<file path="src/rtl/cns_pkg.sv">
// ============================================================================
// cns_pkg - shared types and constants for the colored noise shaper
// Widths, fixed-point coefficients (Q.24) and the tag that travels with each
// product through the shared multiplier.
// ============================================================================
`default_nettype none

package cns_pkg;

  // Sample and datapath widths
  localparam int SAMPLE_BITS = 16;
  localparam int W_W         = 25;                 // white sample widened to Q.24
  localparam int W_PAD       = W_W - SAMPLE_BITS;
  localparam int A_W         = 36;                 // multiplier operand A
  localparam int B_W         = 25;                 // multiplier operand B
  localparam int P_W         = A_W + B_W;          // full product
  localparam int OUT_W       = 19;
  localparam int LEVEL_W     = 16;
  localparam int NPOLE       = 6;
  localparam int IDX_W       = 3;

  localparam logic [LEVEL_W-1:0] LEVEL_MAX = 16'd32768;

  // Configuration register indexes
  localparam logic CFG_MODE  = 1'b0;
  localparam logic CFG_LEVEL = 1'b1;

  // Noise modes
  localparam logic [1:0] MODE_WHITE = 2'd0;
  localparam logic [1:0] MODE_PINK  = 2'd1;
  localparam logic [1:0] MODE_BROWN = 2'd2;
  localparam logic [1:0] MODE_BAD   = 2'd3;

  // Post-multiply actions
  localparam logic [3:0] OP_NONE      = 4'd0;
  localparam logic [3:0] OP_PIN       = 4'd1;
  localparam logic [3:0] OP_POLE      = 4'd2;
  localparam logic [3:0] OP_DIRECT    = 4'd3;
  localparam logic [3:0] OP_DELAY     = 4'd4;
  localparam logic [3:0] OP_PINK_OUT  = 4'd5;
  localparam logic [3:0] OP_BROWN_IN  = 4'd6;
  localparam logic [3:0] OP_BROWN_INV = 4'd7;
  localparam logic [3:0] OP_OUT24     = 4'd8;
  localparam logic [3:0] OP_OUT25     = 4'd9;

  // Pink filter coefficients, Q.24
  localparam logic signed [B_W-1:0] POLE_GAIN [NPOLE] = '{
    25'sd16758090, 25'sd16665144, 25'sd16257122,
    25'sd14537458, 25'sd9227469,  -25'sd12777528
  };
  localparam logic signed [B_W-1:0] POLE_IN [NPOLE] = '{
    25'sd931436,  25'sd1259565, 25'sd2581208,
    25'sd5209084, 25'sd8941454, -25'sd283501
  };
  localparam logic signed [B_W-1:0] K_DIRECT    = 25'sd8995943;
  localparam logic signed [B_W-1:0] K_PINK_OUT  = 25'sd1845494;
  localparam logic signed [B_W-1:0] K_DELAY     = 25'sd1944916;
  localparam logic signed [B_W-1:0] K_BROWN_IN  = 25'sd335544;
  localparam logic signed [B_W-1:0] K_BROWN_INV = 25'sd16448251;

  // Tag carried alongside each product
  typedef struct packed {
    logic             valid;
    logic [3:0]       op;
    logic [IDX_W-1:0] idx;
  } cns_tag_t;

endpackage

`default_nettype wire

</file>
<file path="src/rtl/cns_mul.sv">
// ============================================================================
// cns_mul - shared signed multiplier
// One registered signed multiply per cycle; the action tag rides along so
// the sequencer knows what to do with the product in the next cycle.
// ============================================================================
`default_nettype none

module cns_mul (
  input  wire                               clk,
  input  wire                               rst,
  input  wire logic signed [cns_pkg::A_W-1:0] a,
  input  wire logic signed [cns_pkg::B_W-1:0] b,
  input  wire cns_pkg::cns_tag_t            tag_in,
  output logic signed [cns_pkg::P_W-1:0]    prod,
  output cns_pkg::cns_tag_t                 tag_out
);

  // Register the product; payload needs no reset
  always_ff @(posedge clk) begin
    prod <= (cns_pkg::P_W)'(a) * (cns_pkg::P_W)'(b);
  end

  // Advance the tag; clear its valid bit on reset
  always_ff @(posedge clk) begin
    if (rst) begin
      tag_out <= '0;
    end else begin
      tag_out <= tag_in;
    end
  end

endmodule

`default_nettype wire

</file>
<file path="src/rtl/colored_noise_shaper.sv">
// ============================================================================
// colored_noise_shaper - white / pink / brown noise shaper with output level
// A small sequencer drives one shared multiplier through the filter steps
// of the selected mode and saturates the scaled result to Q4.15.
// ============================================================================
// The final multiply waits while the previous result still sits in the output
// register. A new sample is taken only once the result of the current one has
// landed in the output register, since the single multiplier works through
// the dependent filter steps of one sample at a time.
// Synchronous reset clears mode, level, all filter state and the handshakes.
`default_nettype none

module colored_noise_shaper (
  input  wire                                    clk,
  input  wire                                    rst,
  input  wire                                    in_valid,
  output logic                                   in_stall,
  input  wire logic signed [cns_pkg::SAMPLE_BITS-1:0] white_sample,
  output logic                                   out_valid,
  input  wire                                    out_stall,
  output logic signed [cns_pkg::OUT_W-1:0]       noise_sample,
  input  wire                                    cfg_valid,
  output logic                                   cfg_ready,
  input  wire                                    cfg_index,
  input  wire [cns_pkg::LEVEL_W-1:0]             cfg_data
);

  // Operand A sources
  localparam logic [2:0] A_WHITE  = 3'd0;
  localparam logic [2:0] A_POLE   = 3'd1;
  localparam logic [2:0] A_SUM    = 3'd2;
  localparam logic [2:0] A_TMP    = 3'd3;
  localparam logic [2:0] A_BROWN7 = 3'd4;

  localparam logic [4:0] STEP_DIRECT   = 5'd12;
  localparam logic [4:0] STEP_DELAY    = 5'd13;
  localparam logic [4:0] STEP_PINK_OUT = 5'd14;
  localparam logic [4:0] STEP_PINK_FIN = 5'd16;
  localparam logic [4:0] STEP_BRN_INV  = 5'd2;
  localparam logic [4:0] STEP_BRN_FIN  = 5'd4;

  typedef struct packed {
    logic [2:0]                       a_sel;
    logic signed [cns_pkg::B_W-1:0]   b;
    cns_pkg::cns_tag_t                tag;
  } cns_issue_t;

  // Configuration
  logic [1:0]                    mode;
  logic [cns_pkg::LEVEL_W-1:0]   level;

  // Control
  logic       busy;
  logic       run;
  logic [4:0] step;

  // Working and filter state
  logic signed [cns_pkg::W_W-1:0] w;
  logic signed [cns_pkg::A_W-1:0] sum;
  logic signed [cns_pkg::A_W-1:0] tmp;
  logic signed [31:0]             pole [cns_pkg::NPOLE];
  logic signed [23:0]             delay;
  logic signed [31:0]             brown;

  // Multiplier interface
  cns_issue_t                      iss;
  logic signed [cns_pkg::A_W-1:0]  mul_a;
  cns_pkg::cns_tag_t               mul_tag;
  logic signed [cns_pkg::P_W-1:0]  prod;
  cns_pkg::cns_tag_t               prod_tag;

  logic signed [cns_pkg::A_W-1:0]  brown_ext;
  logic signed [cns_pkg::A_W-1:0]  brown7;
  logic signed [cns_pkg::P_W-1:0]  prod_h24;
  logic signed [cns_pkg::P_W-1:0]  prod_h25;
  logic signed [36:0]              r24;
  logic signed [35:0]              r25;
  logic signed [37:0]              pole_sum;
  logic signed [31:0]              pole_new;
  logic signed [37:0]              out_full;

  logic in_xfer;
  logic out_xfer;
  logic cfg_xfer;
  logic is_final;
  logic hold;

  function automatic logic signed [31:0] sat32(input logic signed [37:0] v);
    if (v > 38'sd2147483647) begin
      return 32'sh7fffffff;
    end else if (v < -38'sd2147483648) begin
      return 32'sh80000000;
    end else begin
      return v[31:0];
    end
  endfunction

  function automatic logic signed [cns_pkg::OUT_W-1:0] sat_out(input logic signed [37:0] v);
    if (v > 38'sd262143) begin
      return 19'sh3ffff;
    end else if (v < -38'sd262144) begin
      return 19'sh40000;
    end else begin
      return v[cns_pkg::OUT_W-1:0];
    end
  endfunction

  // Schedule of the shared multiplier for each mode and step
  function automatic cns_issue_t decode(input logic [1:0] m, input logic [4:0] s,
                                        input logic [cns_pkg::LEVEL_W-1:0] lvl);
    cns_issue_t r;
    logic [cns_pkg::IDX_W-1:0] i;
    r = '0;
    i = s[3:1];
    case (m)
      cns_pkg::MODE_PINK: begin
        if (s < STEP_DIRECT) begin
          r.tag.valid = 1'b1;
          r.tag.idx   = i;
          if (s[0] == 1'b0) begin
            r.a_sel  = A_WHITE;
            r.b      = cns_pkg::POLE_IN[i];
            r.tag.op = cns_pkg::OP_PIN;
          end else begin
            r.a_sel  = A_POLE;
            r.b      = cns_pkg::POLE_GAIN[i];
            r.tag.op = cns_pkg::OP_POLE;
          end
        end else if (s == STEP_DIRECT) begin
          r.a_sel = A_WHITE; r.b = cns_pkg::K_DIRECT;
          r.tag.valid = 1'b1; r.tag.op = cns_pkg::OP_DIRECT;
        end else if (s == STEP_DELAY) begin
          r.a_sel = A_WHITE; r.b = cns_pkg::K_DELAY;
          r.tag.valid = 1'b1; r.tag.op = cns_pkg::OP_DELAY;
        end else if (s == STEP_PINK_OUT) begin
          r.a_sel = A_SUM; r.b = cns_pkg::K_PINK_OUT;
          r.tag.valid = 1'b1; r.tag.op = cns_pkg::OP_PINK_OUT;
        end else if (s == STEP_PINK_FIN) begin
          r.a_sel = A_TMP; r.b = {9'b0, lvl};
          r.tag.valid = 1'b1; r.tag.op = cns_pkg::OP_OUT24;
        end
      end
      cns_pkg::MODE_BROWN: begin
        if (s == 5'd0) begin
          r.a_sel = A_WHITE; r.b = cns_pkg::K_BROWN_IN;
          r.tag.valid = 1'b1; r.tag.op = cns_pkg::OP_BROWN_IN;
        end else if (s == STEP_BRN_INV) begin
          r.a_sel = A_TMP; r.b = cns_pkg::K_BROWN_INV;
          r.tag.valid = 1'b1; r.tag.op = cns_pkg::OP_BROWN_INV;
        end else if (s == STEP_BRN_FIN) begin
          r.a_sel = A_BROWN7; r.b = {9'b0, lvl};
          r.tag.valid = 1'b1; r.tag.op = cns_pkg::OP_OUT25;
        end
      end
      default: begin
        r.a_sel = A_WHITE; r.b = {9'b0, lvl};
        r.tag.valid = 1'b1; r.tag.op = cns_pkg::OP_OUT24;
      end
    endcase
    return r;
  endfunction

  // Handshakes
  assign in_stall  = busy;
  assign cfg_ready = ~busy;
  assign in_xfer   = in_valid & ~in_stall;
  assign out_xfer  = out_valid & ~out_stall;
  assign cfg_xfer  = cfg_valid & cfg_ready;

  // Issue control: hold the final multiply until the output register is free
  assign iss      = decode(mode, step, level);
  assign is_final = (iss.tag.op == cns_pkg::OP_OUT24) || (iss.tag.op == cns_pkg::OP_OUT25);
  assign hold     = is_final & out_valid;

  // Operand A select
  assign brown_ext = {{(cns_pkg::A_W-32){brown[31]}}, brown};
  assign brown7    = (brown_ext <<< 3) - brown_ext;

  always_comb begin
    case (iss.a_sel)
      A_WHITE:  mul_a = {{(cns_pkg::A_W-cns_pkg::W_W){w[cns_pkg::W_W-1]}}, w};
      A_POLE:   mul_a = {{(cns_pkg::A_W-32){pole[iss.tag.idx][31]}}, pole[iss.tag.idx]};
      A_SUM:    mul_a = sum;
      A_TMP:    mul_a = tmp;
      A_BROWN7: mul_a = brown7;
      default:  mul_a = '0;
    endcase
  end

  always_comb begin
    mul_tag       = iss.tag;
    mul_tag.valid = iss.tag.valid & run & ~hold;
  end

  cns_mul u_mul (
    .clk     (clk),
    .rst     (rst),
    .a       (mul_a),
    .b       (iss.b),
    .tag_in  (mul_tag),
    .prod    (prod),
    .tag_out (prod_tag)
  );

  // Round half up back to Q.24, and to Q.15 for the two output scalings
  assign prod_h24 = prod + (cns_pkg::P_W)'(64'sd8388608);
  assign prod_h25 = prod + (cns_pkg::P_W)'(64'sd16777216);
  assign r24      = prod_h24[cns_pkg::P_W-1:24];
  assign r25      = prod_h25[cns_pkg::P_W-1:25];

  assign pole_sum = {{2{tmp[cns_pkg::A_W-1]}}, tmp} + {r24[36], r24};
  assign pole_new = sat32(pole_sum);
  assign out_full = (prod_tag.op == cns_pkg::OP_OUT25) ? {{2{r25[35]}}, r25}
                                                       : {r24[36], r24};

  // Configuration registers: ignore a mode of 3, clamp the level
  always_ff @(posedge clk) begin
    if (rst) begin
      mode  <= cns_pkg::MODE_WHITE;
      level <= '0;
    end else if (cfg_xfer) begin
      if (cfg_index == cns_pkg::CFG_MODE) begin
        if (cfg_data[1:0] != cns_pkg::MODE_BAD) begin
          mode <= cfg_data[1:0];
        end
      end else begin
        level <= (cfg_data > cns_pkg::LEVEL_MAX) ? cns_pkg::LEVEL_MAX : cfg_data;
      end
    end
  end

  // Sequencer: start on input transfer, step through the schedule
  always_ff @(posedge clk) begin
    if (rst) begin
      busy <= 1'b0;
      run  <= 1'b0;
      step <= '0;
    end else begin
      if (in_xfer) begin
        busy <= 1'b1;
        run  <= 1'b1;
        step <= '0;
      end else if (run && !hold) begin
        step <= step + 5'd1;
        if (is_final) begin
          run <= 1'b0;
        end
      end
      if (prod_tag.valid && (prod_tag.op == cns_pkg::OP_OUT24 ||
                             prod_tag.op == cns_pkg::OP_OUT25)) begin
        busy <= 1'b0;
      end
    end
  end

  // Latch the widened white sample on each input transfer
  always_ff @(posedge clk) begin
    if (in_xfer) begin
      w <= {white_sample, {cns_pkg::W_PAD{1'b0}}};
    end
  end

  // Apply each product to the filter state; clear the working sums per item
  always_ff @(posedge clk) begin
    if (rst) begin
      for (int k = 0; k < cns_pkg::NPOLE; k++) begin
        pole[k] <= '0;
      end
      delay <= '0;
      brown <= '0;
      sum   <= '0;
      tmp   <= '0;
    end else if (in_xfer) begin
      sum <= '0;
      tmp <= '0;
    end else if (prod_tag.valid) begin
      case (prod_tag.op)
        cns_pkg::OP_PIN: begin
          tmp <= r24[cns_pkg::A_W-1:0];
        end
        cns_pkg::OP_POLE: begin
          pole[prod_tag.idx] <= pole_new;
          sum <= sum + {{(cns_pkg::A_W-32){pole_new[31]}}, pole_new};
        end
        cns_pkg::OP_DIRECT: begin
          sum <= sum + r24[cns_pkg::A_W-1:0] + {{(cns_pkg::A_W-24){delay[23]}}, delay};
        end
        cns_pkg::OP_DELAY: begin
          delay <= r24[23:0];
        end
        cns_pkg::OP_PINK_OUT: begin
          tmp <= r24[cns_pkg::A_W-1:0];
        end
        cns_pkg::OP_BROWN_IN: begin
          tmp <= brown_ext + r24[cns_pkg::A_W-1:0];
        end
        cns_pkg::OP_BROWN_INV: begin
          brown <= sat32({r24[36], r24});
        end
        default: begin
        end
      endcase
    end
  end

  // Output register: load the saturated result, drop it on transfer
  always_ff @(posedge clk) begin
    if (rst) begin
      out_valid <= 1'b0;
    end else if (prod_tag.valid && (prod_tag.op == cns_pkg::OP_OUT24 ||
                                    prod_tag.op == cns_pkg::OP_OUT25)) begin
      out_valid <= 1'b1;
    end else if (out_xfer) begin
      out_valid <= 1'b0;
    end
  end

  always_ff @(posedge clk) begin
    if (prod_tag.valid && (prod_tag.op == cns_pkg::OP_OUT24 ||
                           prod_tag.op == cns_pkg::OP_OUT25)) begin
      noise_sample <= sat_out(out_full);
    end
  end

`ifndef ASSERT_OFF
  // No product may be in flight while the block is idle
  a_idle_no_work: assert property (@(posedge clk) disable iff (rst)
    !busy |-> !prod_tag.valid && !run)
    else $error("product in flight while idle");

  // A final result never lands on a full output register
  a_no_overwrite: assert property (@(posedge clk) disable iff (rst)
    prod_tag.valid && (prod_tag.op == cns_pkg::OP_OUT24 ||
                       prod_tag.op == cns_pkg::OP_OUT25) |-> !out_valid)
    else $error("result overwrites pending output");

  // Level stays clamped to unity gain
  a_level_clamp: assert property (@(posedge clk) disable iff (rst)
    level <= cns_pkg::LEVEL_MAX)
    else $error("output level above unity");
`endif

endmodule

`default_nettype wire

</file>
<file path="config.mk">
export PLATFORM = sky130hd
export DESIGN_NAME = colored_noise_shaper
export DESIGN_NICKNAME = d
export VERILOG_FILES = /design/src/rtl/cns_pkg.sv /design/src/rtl/cns_mul.sv /design/src/rtl/colored_noise_shaper.sv
export SDC_FILE = /design/constraint.sdc
export NUM_CORES = 2
export LEC_CHECK = 0
export BUFFER_PORTS_ARGS = -buffer_cell sky130_fd_sc_hd__buf_4
export CAP_MARGIN = 20
export CELL_PAD_IN_SITES_DETAIL_PLACEMENT = 1
export CELL_PAD_IN_SITES_GLOBAL_PLACEMENT = 1
export CORE_MARGIN = 4
export CORE_UTILIZATION = 30
export CTS_CLUSTER_SIZE = 8
export DETAILED_ROUTE_END_ITERATION = 16
export PLACE_DENSITY = 0.57
export SLEW_MARGIN = 15
export SYNTH_ARGS = -nofsm -noshare
export SYNTH_HDL_FRONTEND = slang
export SYNTH_SLANG_ARGS = --single-unit
</file>
<file path="constraint.sdc">
create_clock -name clk -period 11.6 [get_ports clk]
set_input_delay 1.74 -clock clk [delete_from_list [all_inputs] [get_ports clk]]
set_output_delay 1.74 -clock clk [all_outputs]
set_load 0.01 [all_outputs]
</file>
==> out/metrics.csv <==
stage,metric,value,unit
yosys,syn_nets,8656,
sta,slew_violations,0,
yosys,synth_area,62100,um^2
routing,wl_per_cell,26.3,um
routing,route.detailed.drc,0,
yosys,synth_area_per_cell,8.49,um^2
setup_path,r2r_end,u_mul.prod[42]$_DFF_P_,
yosys,synth_ff_type,edfxtp_1,
sta,fin_tns_setup,0,ns
clock_tree,cts_sinks,427,
routing,drt-met1-wl,120000,um
sta,setup_viol_count_final,0,
floorplan,die-area,214000,um^2
global_routing,grt_pass1_wl,390000,um
yosys,yosys.cell_count.top_type,inv_1,
sta,final-hold-violation-count,0,
power,p_per_area,97.8,nW/um^2
setup_path,critical_path_depth,38,
sta,fmax,0.0901,GHz
clock_tree,clk_path_buf_depth,3,
routing,met3_length,13200,um
floorplan,core,205000,um^2
placement,pre_cts_slack,0.225,ns
yosys,synth_common_cells,"inv_1 (1197), fa_1 (949), nand2_1 (893), nor2_1 (783), a21oi_1 (394)",
setup_path,regToRegStartpoint,brown[0]$_SDFFE_PP0P_,
power,irDropWorstVdd,0.109,mV
sta,period_minus_slack,11.10,ns
setup_path,slowest_delay,0.70,ns
floorplan,die_w,463,um
routing,viasPerCell,5.34,
floorplan,start_util,30.2,%
yosys,yosys.area.top_type_share,30.6,%
setup_path,r2r_slack,0.50,ns
routing,wl_met2,121000,um
cells_and_area,area_growth,10.6,%
sta,finClkSkew,0.0466,ns
routing,top_layer_used,met4,
placement,portBuffers,59,
power,total_power,6.72,mW
cells_and_area,nNetsFinal,8618,
global_routing,groute.usage.overall,24.2,%
sta,rsz0062_at_grt,no,
global_routing,grt_overflow,0,
sta,final.period_utilization,95.7,%
yosys,synthTopCellsByArea,"fa_1 (31%), edfxtp_1 (11%), inv_1 (7.2%)",
clock_tree,cts-root-buf,clkbuf_16,
routing,wl,263000,um
routing,dr_total_vias,53400,
cells_and_area,multi_input_area,45800,um^2
cells_and_area,nFillCells,24100,
power,p_leak,32.0,nW
clock_tree,cts_tree,built,
yosys,ys_types,105,
global_routing,grt_pass1_vias,56300,
cells_and_area,postLayoutCoreUtil,33.4,%
job,maxCapViolCount,0,
clock_tree,clk_pin_slew,0.06,ns
global_routing,antenna_found_initial,16,
placement,place.gp.congestion,0.920,
floorplan,die_y,463,um
yosys,ys_ff_latch,427,
clock_tree,cts_made_buffers,66,
sta,max_slew_margin,20.7,%
yosys,synth_edf_count,227,
setup_path,cp_top_family,adder cells,
routing,drt_iter0_markers,3949,
yosys,seq_area_frac_synth,17.4,%
setup_path,timing_worst_setup_path_type,reg -> reg,
status,status,"finished, final reports clean",
yosys,async_flop_share,0,%
setup_path,cp.arrival,11.62,ns
placement,hpwl,211000,um
cells_and_area,final-seq-area,10800,um^2
clock_tree,clock_latency,0.68,ns
setup_path,worstSetupEndpoint,u_mul.prod[42]$_DFF_P_,
floorplan,ios,60,
sta,setup_ws,0.504,ns
global_routing,grt_max_degree,85,
routing,postRouteAntennaNets,0,
yosys,synthCells,7316,
cells_and_area,drive_above_1_share,7.08,%
setup_path,rr_worst_depth,38,
floorplan,std_cell_rows,166,
setup_path,worstSetupStartpoint,brown[0]$_SDFFE_PP0P_,
setup_path,cp_max_fo,7,
yosys,yosys_warnings,0,
setup_path,cpMostUsedCell,fa_1,
setup_path,end_kind,flip-flop,
setup_path,startpoint_type,flip-flop,
worst_hold_path,hp-class,reg -> reg,
setup_path,slowest_stage,o21ai_1,
setup_path,critPathBufInv,5,
sta,tightestPinTransition,1.19,ns
setup_path,critPathRequiredTime,12.12,ns
routing,drt-pass1-iter-count,5,
yosys,yosys.area.top_type,fa_1,
clock_tree,h-tree-depth,3,
power breakdown:
| part | internal, mW | switching, mW |
|---|---|---|
| Sequential | 1.68 | 0.145 |
| Combinational | 0.912 | 2.05 |
| Clock | 1.11 | 0.813 |
| Total | 3.71 | 3.01 |
state kept, by name (all words and copies together), names as in the netlist:
register / count
pole: 192
u_mul.prod: 38
sum: 36
tmp: 36
brown: 32
delay: 24
noise_sample: 19
level: 16
w: 16
u_mul.tag_out: 8
step: 5
mode: 2
in_stall: 1
out_valid: 1
run: 1
stage by stage:
step                cells  hold WS [ns]  instance area [um^2]
finish              10000         0.482                 68700
global route        10000         0.511                 68700
CTS                  9999         0.492                 68600
detailed placement   9894         0.478                 66600
global placement     9892         0.463                 66600
floorplan            7316         0.449                 62100
layout make-up:
class,instances,share of cell area (%)
well taps,2688,4.90
inverters,1200,6.56
repair buffers,293,3.24
clock inverters,7,0.180
clock buffers,98,2.71
diodes,5,0.0182
flip-flops and latches,427,15.8
multi-input cells,5290,66.6
kinds of logic after synthesis:
group           synth area share [%]
fa+ha+maj                       37.7
flops                           17.4
mux                            0.369
simple gates                    16.7
buf+inv                         9.77
xor+xnor                        3.77
compound gates                  14.3
cell usage in the layout, fill, tap and decap left out, drive strengths merged, types with 159 or more instances in the layout:
cell / netlist / final
a21oi: 395 / 395
buf: 65 / 292
dfxtp: 200 / 200
edfxtp: 227 / 227
fa: 949 / 949
ha: 353 / 353
inv: 1198 / 1202
nand2: 893 / 893
nand3: 160 / 160
nor2: 786 / 786
nor3: 159 / 159
o21ai: 214 / 214
what timing repair did:
action / in CTS / in global routing
setup buffers: 0 / 2
hold buffers: 0 / 0
gates resized for setup: 0 / 7
endpoints found under the setup margin: 0 / 21
worst min-delay path: cells and delay by family (launching register included):
family	cells	cell delay, ns
compound gates	2	0.12
flops	1	0.30
how the worst min path moves through the flow:
stage | depth (start not counted) | slack [ns] | to | start
after floorplan | 2 | 0.45 | tmp[24]$_SDFFE_PP0P_ | tmp[24]$_SDFFE_PP0P_
after global placement | 2 | 0.46 | run$_SDFFE_PP0P_ | run$_SDFFE_PP0P_
after detailed placement | 2 | 0.48 | tmp[2]$_SDFFE_PP0P_ | tmp[2]$_SDFFE_PP0P_
after CTS | 2 | 0.49 | run$_SDFFE_PP0P_ | run$_SDFFE_PP0P_
after global routing | 2 | 0.51 | run$_SDFFE_PP0P_ | run$_SDFFE_PP0P_
final | 2 | 0.48 | run$_SDFFE_PP0P_ | run$_SDFFE_PP0P_
per-layer routing:
layer,GRT usage (%),vias up
met5,0,-
li1,-,23600
met1,33.9,28000
met2,39.4,1435
met3,2.88,309
met4,7.13,0
Note: power is estimated with default switching activity, not from simulation.
